## src/design/brbs_pkg.sv

```systemverilog
// Shared types and constants of the buddy region block splitter.
package brbs_pkg;

  localparam int FIELD_W      = 32;
  localparam int CEIL_W       = 33;
  localparam int ORDER_W      = 5;
  localparam int APB_DATA_W   = 64;
  localparam int APB_ADDR_W   = 4;
  localparam int REG_SEL_BIT  = 3;
  localparam int RESULT_LIMIT = 40;
  localparam int COUNT_W      = 6;

  localparam logic [CEIL_W-1:0] CEIL_RESET = 33'h1_0000_0000;

  typedef enum logic {
    REG_FLOOR   = 1'b0,
    REG_CEILING = 1'b1
  } reg_idx_t;

  // Commands from the controller to the datapath.
  typedef struct packed {
    logic load;
    logic align;
    logic clip;
    logic span;
    logic emit;
  } cmd_t;

  // Status from the datapath to the controller.
  typedef struct packed {
    logic go;
    logic nonempty;
    logic last;
  } status_t;

endpackage

```

## src/design/buddy_region_block_splitter_unit.sv

```systemverilog
// Buddy region block splitter: turns memory map entries into aligned buddy blocks.
//
// The input channel (region_valid/region_ready) takes one memory map entry per
// word. The output channel (block_valid/block_ready) delivers one buddy block per
// word: its address, its order and a mark on the final block of the entry.
// The APB-style port holds the floor and ceiling addresses at byte offsets 0
// and 8 with 64-bit data; pready is always high.
//
// After an entry is accepted, the setup steps round the base, trim the length,
// clip the region and take the span; blocks then follow at one per cycle while
// the receiver keeps up, set by the single order-selection step that produces
// each block from the current address and remaining span. An entry yields at
// most 40 blocks, and the next entry is taken in the cycle after its last block
// is loaded. Entries that yield no block end after the align or the span step.
//
// The output register holds a block while the receiver stalls; emission pauses
// until it is taken, and a new entry may be accepted while the final block
// still waits. Reset clears the handshake state and the past-ceiling flag and
// restores the floor to zero and the ceiling to 4 GiB.
module buddy_region_block_splitter_unit
  import brbs_pkg::*;
#(
  parameter int MAX_ORDER    = 18,
  parameter int ADDRESS_BITS = 32,
  parameter int PAGE_SHIFT   = 12
) (
  input  logic                  clk,
  input  logic                  rst,
  input  logic                  region_valid,
  output logic                  region_ready,
  input  logic [FIELD_W-1:0]    region_base,
  input  logic [FIELD_W-1:0]    region_length,
  input  logic                  region_usable,
  input  logic                  last_entry,
  output logic                  block_valid,
  input  logic                  block_ready,
  output logic [FIELD_W-1:0]    block_address,
  output logic [ORDER_W-1:0]    block_order,
  output logic                  last_block,
  input  logic                  psel,
  input  logic                  penable,
  input  logic                  pwrite,
  input  logic [APB_ADDR_W-1:0] paddr,
  input  logic [APB_DATA_W-1:0] pwdata,
  output logic [APB_DATA_W-1:0] prdata,
  output logic                  pready
);

  // Internal addresses must hold the rounded ceiling and the address space end.
  localparam int AW = ((ADDRESS_BITS > CEIL_W) ? ADDRESS_BITS : CEIL_W) + 1;

  logic [AW-1:0] floor_up;
  logic [AW-1:0] ceil_up;
  cmd_t          cmd;
  status_t       status;

  assign pready = 1'b1;

  brbs_regs #(
    .AW         (AW),
    .PAGE_SHIFT (PAGE_SHIFT)
  ) u_regs (
    .clk      (clk),
    .rst      (rst),
    .psel     (psel),
    .penable  (penable),
    .pwrite   (pwrite),
    .paddr    (paddr),
    .pwdata   (pwdata),
    .prdata   (prdata),
    .floor_up (floor_up),
    .ceil_up  (ceil_up)
  );

  brbs_ctrl u_ctrl (
    .clk          (clk),
    .rst          (rst),
    .region_valid (region_valid),
    .region_ready (region_ready),
    .block_valid  (block_valid),
    .block_ready  (block_ready),
    .status       (status),
    .cmd          (cmd)
  );

  brbs_dp #(
    .AW           (AW),
    .MAX_ORDER    (MAX_ORDER),
    .ADDRESS_BITS (ADDRESS_BITS),
    .PAGE_SHIFT   (PAGE_SHIFT)
  ) u_dp (
    .clk           (clk),
    .rst           (rst),
    .cmd           (cmd),
    .status        (status),
    .region_base   (region_base),
    .region_length (region_length),
    .region_usable (region_usable),
    .last_entry    (last_entry),
    .floor_up      (floor_up),
    .ceil_up       (ceil_up),
    .block_address (block_address),
    .block_order   (block_order),
    .last_block    (last_block)
  );

endmodule

```

## src/design/brbs_regs.sv

```systemverilog
// Configuration register file with an APB-style write and read port.
module brbs_regs
  import brbs_pkg::*;
#(
  parameter int AW         = 35,
  parameter int PAGE_SHIFT = 12
) (
  input  logic                  clk,
  input  logic                  rst,
  input  logic                  psel,
  input  logic                  penable,
  input  logic                  pwrite,
  input  logic [APB_ADDR_W-1:0] paddr,
  input  logic [APB_DATA_W-1:0] pwdata,
  output logic [APB_DATA_W-1:0] prdata,
  output logic [AW-1:0]         floor_up,
  output logic [AW-1:0]         ceil_up
);

  localparam logic [AW-1:0] PM = AW'((64'd1 << PAGE_SHIFT) - 64'd1);

  logic [FIELD_W-1:0] floor_reg;
  logic [CEIL_W-1:0]  ceil_reg;
  logic               wr;
  reg_idx_t           idx;

  assign wr  = psel & penable & pwrite;
  assign idx = reg_idx_t'(paddr[REG_SEL_BIT]);

  // The page-rounded copies are kept next to the raw values so that the
  // datapath never adds on the register outputs.
  always_ff @(posedge clk) begin
    if (rst) begin
      floor_reg <= '0;
      ceil_reg  <= CEIL_RESET;
      floor_up  <= '0;
      ceil_up   <= AW'(CEIL_RESET);
    end else if (wr) begin
      unique case (idx)
        REG_FLOOR: begin
          floor_reg <= pwdata[FIELD_W-1:0];
          floor_up  <= (AW'(pwdata[FIELD_W-1:0]) + PM) & ~PM;
        end
        REG_CEILING: begin
          ceil_reg <= pwdata[CEIL_W-1:0];
          ceil_up  <= (AW'(pwdata[CEIL_W-1:0]) + PM) & ~PM;
        end
        default: ;
      endcase
    end
  end

  always_comb begin
    unique case (idx)
      REG_FLOOR:   prdata = {{(APB_DATA_W-FIELD_W){1'b0}}, floor_reg};
      REG_CEILING: prdata = {{(APB_DATA_W-CEIL_W){1'b0}}, ceil_reg};
      default:     prdata = '0;
    endcase
  end

endmodule

```

## src/design/brbs_ctrl.sv

```systemverilog
// Controller state machine: sequences the setup steps and block emission.
module brbs_ctrl
  import brbs_pkg::*;
(
  input  logic    clk,
  input  logic    rst,
  input  logic    region_valid,
  output logic    region_ready,
  output logic    block_valid,
  input  logic    block_ready,
  input  status_t status,
  output cmd_t    cmd
);

  typedef enum logic [4:0] {
    S_IDLE  = 5'b00001,
    S_ALIGN = 5'b00010,
    S_CLIP  = 5'b00100,
    S_SPAN  = 5'b01000,
    S_EMIT  = 5'b10000
  } state_t;

  state_t state, state_next;

  assign region_ready = (state == S_IDLE);

  always_comb begin
    cmd.load  = (state == S_IDLE) && region_valid;
    cmd.align = (state == S_ALIGN);
    cmd.clip  = (state == S_CLIP);
    cmd.span  = (state == S_SPAN);
    // A block is loaded when the output register is empty or being emptied.
    cmd.emit  = (state == S_EMIT) && (!block_valid || block_ready);
  end

  always_comb begin
    state_next = state;
    unique case (state)
      S_IDLE:  if (region_valid) state_next = S_ALIGN;
      S_ALIGN: state_next = status.go ? S_CLIP : S_IDLE;
      S_CLIP:  state_next = S_SPAN;
      S_SPAN:  state_next = status.nonempty ? S_EMIT : S_IDLE;
      S_EMIT:  if (cmd.emit && status.last) state_next = S_IDLE;
      default: state_next = S_IDLE;
    endcase
  end

  always_ff @(posedge clk) begin
    if (rst) begin
      state       <= S_IDLE;
      block_valid <= 1'b0;
    end else begin
      state <= state_next;
      if (cmd.emit) begin
        block_valid <= 1'b1;
      end else if (block_ready) begin
        block_valid <= 1'b0;
      end
    end
  end

endmodule

```

## src/design/brbs_dp.sv

```systemverilog
// Datapath: region rounding and clipping, block order selection, output register.
module brbs_dp
  import brbs_pkg::*;
#(
  parameter int AW           = 35,
  parameter int MAX_ORDER    = 18,
  parameter int ADDRESS_BITS = 32,
  parameter int PAGE_SHIFT   = 12
) (
  input  logic               clk,
  input  logic               rst,
  input  cmd_t               cmd,
  output status_t            status,
  input  logic [FIELD_W-1:0] region_base,
  input  logic [FIELD_W-1:0] region_length,
  input  logic               region_usable,
  input  logic               last_entry,
  input  logic [AW-1:0]      floor_up,
  input  logic [AW-1:0]      ceil_up,
  output logic [FIELD_W-1:0] block_address,
  output logic [ORDER_W-1:0] block_order,
  output logic               last_block
);

  localparam logic [AW-1:0] PM    = AW'((64'd1 << PAGE_SHIFT) - 64'd1);
  localparam logic [AW-1:0] SPACE = AW'(64'd1 << ADDRESS_BITS);

  logic [FIELD_W-1:0] base_r;
  logic               usable_r;
  logic               last_r;
  logic               past_ceiling;
  logic [AW-1:0]      start;
  logic [AW-1:0]      limit;
  logic [AW-1:0]      len;
  logic [COUNT_W-1:0] count;

  logic [AW-1:0]      skip;
  logic               stop;
  logic [AW-1:0]      sum;
  logic [AW-1:0]      clipped;
  logic [ORDER_W-1:0] order;
  logic [AW-1:0]      blk;

  assign skip = AW'(base_r) & PM;
  assign stop = past_ceiling | (AW'(base_r) >= ceil_up);
  assign sum  = start + len;

  always_comb begin
    clipped = sum;
    if (clipped > ceil_up) clipped = ceil_up;
    if (clipped > SPACE) clipped = SPACE;
  end

  // Alignment and size conditions are monotone in the order, so the highest
  // order that meets both is the block order. Address zero passes every step.
  always_comb begin
    order = '0;
    for (int k = 1; k <= MAX_ORDER; k++) begin
      if (((start & ~({AW{1'b1}} << (PAGE_SHIFT + k))) == '0) &&
          ((len >> (PAGE_SHIFT + k)) != '0)) begin
        order = ORDER_W'(k);
      end
    end
  end

  assign blk = AW'(1) << (PAGE_SHIFT + int'(order));

  always_comb begin
    status.go       = !stop && usable_r && (len >= skip);
    status.nonempty = start < limit;
    status.last     = (len == blk) || (count == COUNT_W'(RESULT_LIMIT - 1));
  end

  always_ff @(posedge clk) begin
    if (rst) begin
      past_ceiling <= 1'b0;
    end else if (cmd.align) begin
      past_ceiling <= last_r ? 1'b0 : stop;
    end
  end

  // The len register holds the input length, then the trimmed length, then
  // the remaining span while blocks are emitted.
  always_ff @(posedge clk) begin
    if (cmd.load) begin
      base_r   <= region_base;
      len      <= AW'(region_length);
      usable_r <= region_usable;
      last_r   <= last_entry;
      count    <= '0;
    end else if (cmd.align) begin
      start <= (AW'(base_r) + PM) & ~PM;
      len   <= (len - skip) & ~PM;
    end else if (cmd.clip) begin
      start <= (start < floor_up) ? floor_up : start;
      limit <= clipped;
    end else if (cmd.span) begin
      len <= limit - start;
    end else if (cmd.emit) begin
      block_address <= start[FIELD_W-1:0];
      block_order   <= order;
      last_block    <= status.last;
      start         <= start + blk;
      len           <= len - blk;
      count         <= count + COUNT_W'(1);
    end
  end

endmodule

```

## config.mk

```make
export PLATFORM = sky130hd
export DESIGN_NAME = buddy_region_block_splitter_unit
export DESIGN_NICKNAME = d
export VERILOG_FILES = /design/src/design/brbs_pkg.sv /design/src/design/buddy_region_block_splitter_unit.sv /design/src/design/brbs_regs.sv /design/src/design/brbs_ctrl.sv /design/src/design/brbs_dp.sv
export SDC_FILE = /design/constraint.sdc
export NUM_CORES = 1
export LEC_CHECK = 0
export ABC_AREA = 1
export BUFFER_PORTS_ARGS = -buffer_cell sky130_fd_sc_hd__buf_2
export CORE_MARGIN = 2
export CORE_UTILIZATION = 26
export CTS_CLUSTER_SIZE = 30
export DETAILED_ROUTE_END_ITERATION = 8
export GPL_TIMING_DRIVEN = 0
export PLACE_DENSITY = 0.42
export SLEW_MARGIN = 20
export SYNTH_ARGS = -nofsm -noshare
export SYNTH_HDL_FRONTEND = slang
export SYNTH_SLANG_ARGS = --single-unit
```

## constraint.sdc

```tcl
create_clock -name clk -period 9 [get_ports clk]
set_input_delay 0.45 -clock clk [delete_from_list [all_inputs] [get_ports clk]]
set_output_delay 0.45 -clock clk [all_outputs]
set_load 0.02 [all_outputs]
```

==> metrics.txt <==
metal2 WL=48700 um; CP Class=reg2reg; Async SR Flop Fraction=0%; htree depth=2; Pre-antenna DRT Iters=7; drt via density=4.84; IO Port Bufs=177; largest area contributor in the netlist=edfxtp_1; Crit path top cell by count=nand2_1; initial antenna violation count=11; n_diodes=0; crit-path max cell delay=roughly 0.54 ns; largest registers=u_dp.len: 34 flops, u_dp.limit: 34 flops, u_dp.start: 34 flops; # fillers=around 10k; Seq cells post-synth=295; DP Worst Slack=0.0899 ns; EDFF count, synth=172; Area Overhead vs Synth=17.3%; Hold Vio Cnt, Final=0; final global-route overflow total=0; Num CTS Buffers=41; IO Pins=about 250; clk slew on worst S/H paths=approximately 0.06 ns; pin count of the biggest net entering global routing=44; slowest CP cell=edfxtp_1; top cells by count, synth=615 x nand2_1, 431 x inv_1, 358 x a21oi_1; count of cell types in the netlist=59; DR iter-0 viols=~1.5k; Core ar.=0.0885 mm2; final wirelength=101000 um; GRT Overall Usage=21.6%; Worst Hold Slack=0.0301 ns; Met1 Wirelength=43400 um; Pwr Total=4670 uW; Pins Over Slew Limit=0; Synth area leaders=edfxtp_1 22%, ha_1 11%, dfxtp_1 11%; drt wl/cell=21.4 um; fin crit period=8.36 ns; Post-Synthesis Cells=3232; Worst Hold Class=in2reg; gpl congestion=a little over 0.9; max cap viols=0; vias in the first global route=approximately 23k; FP Rows=109; Slew headroom=27.6%; final core utilization=30.9%; VDD IR max=0.000122 V; clk sink count=295; WHS Path Cells=1; CP Launch Type=flop; leakage power=0.0123 uW; mean post-synth cell area=7.21 um2; status=completed; layout cells sized above 1=between 10% and 20%; HPWL Detailed=83300 um; power per cell area=about 170 mW/mm2; Top Metal Used=met5; die extent in y=303 um; setup TNS=0 ns; DIE WIDTH=slightly above 300 um; register area share after synthesis=32.8%; share of the synthesized area in the top cell type=22.2%; count leader, synth=nand2_1; Routed Antenna Nets=0; worst-path maximum fanout=12; Yosys warning total=0; CP Capture Type=flop; fin crit share=92.9%; clk_lat worst skew=0.60 ns; nets=3850; Synth Flop Type=edfxtp_1; Total Die Area=0.0920 mm2; Worst Skew=0.0268 ns; fin worst setup slack=0.643 ns; Max clock buf depth=3; highest clock rate=approximately 120 MHz; Worst-Margin Slew=1.09 ns; Root Buffer=clkbuf_16; TritonCTS clock tree=built; WP data required=a little over 9 ns; Arrival @ worst endpoint=8.69 ns; via count=22.7k; mapped cell area=0.0233 mm2; first-pass GRT wire length=146000 um; remaining routing DRC violations=0; final-report setup violation count=0; reg2reg path depth=38; RSZ-0062 raised after global routing=no; initial core utilization=26.3%; met3 wire length=4680 um
==> what timing repair did <==
item                       CTS  global route
setup endpoints to repair    0             8
resized for setup            0             4
setup buffers                0             0
hold endpoints to repair     4             0
hold buffers                 4             0
==> where the power goes <==
part	internal, uW	switching, uW
Sequential	1510	117
Combinational	455	909
Clock	989	690
==> critical path, delay by kind of cell, from the launching register on <==
family | cells | cell delay, ns
and+or+nand+nor | 21 | 3.71
AOI/OAI and AO/OA | 5 | 1.24
buffers and inverters | 7 | 1.15
adders and majority gates | 3 | 0.85
xor gates and xnor gates | 2 | 0.61
DFF | 1 | 0.54
==> worst paths after layout <==
| check | slack, ns | from | endpoint |
|---|---|---|---|
| setup / recovery | 0.64 | u_dp.start[6] | u_dp.start[32] |
| setup reg to reg | 0.64 | u_dp.start[6] | u_dp.start[32] |
| hold / removal | 0.03 | region_base[29] | u_dp.base_r[29] |
| hold reg to reg | 0.48 | u_dp.count[5] | u_dp.count[5] |
==> cell usage in the layout (no fill, tap or decap), types with 14 or more instances in the layout <==
master,count
o211ai_1,15
dfxtp_1,123
a21oi_2,18
edfxtp_1,172
conb_1,35
buf_4,33
buf_2,180
nor2_1,331
ha_1,211
xnor2_1,32
nand4_1,60
nor3_1,53
or2_2,14
a21o_1,16
o221ai_1,17
clkbuf_16,42
inv_1,429
clkbuf_1,81
xor2_1,52
nand2_1,614
a21oi_1,358
o21ai_1,17
nand3_1,120
nor4_1,17
o21ai_0,284
a31oi_1,33
==> per-stage QoR <==
stage	std cells	cell area (um2)
floorplan	3265	23400
global placement	4607	25800
detailed placement	4613	25900
CTS	4692	27300
global route	4691	27300
finish	4691	27300
==> logic make-up (layout without fill, tap and decap cells) <==
group,after synthesis,in the layout,synth area share (%)
other,2,35,0.0322
buffers and inverters,559,820,9.78
AOI/OAI and AO/OA,833,833,20.1
xor gates and xnor gates,84,84,3.16
and+or+nand+nor,1244,1244,22.5
DFF,295,295,32.8
adders and majority gates,215,215,11.7
==> cell type report <==
cell class                      instances  area [um2]  share of cell area (%)
Clock buffer                           63        1240                    4.54
Multi-Input combinational cell       2411       13500                    49.5
Buffer                                119         636                    2.33
Tap cell                             1165        1460                    5.34
Timing Repair Buffer                  187        1030                    3.78
Inverter                              439        1650                    6.04
Sequential cell                       295        7630                    27.9
Clock inverter                         12         149                   0.545
==> layer usage <==
metal | global-route usage [%] | vias up
li1 | - | 11500
met1 | 26.8 | 10500
met2 | 38.1 | 563
met3 | 2.88 | 149
met4 | 7.39 | 20
met5 | 0 | -
Note: power is estimated with default switching activity, not from simulation.
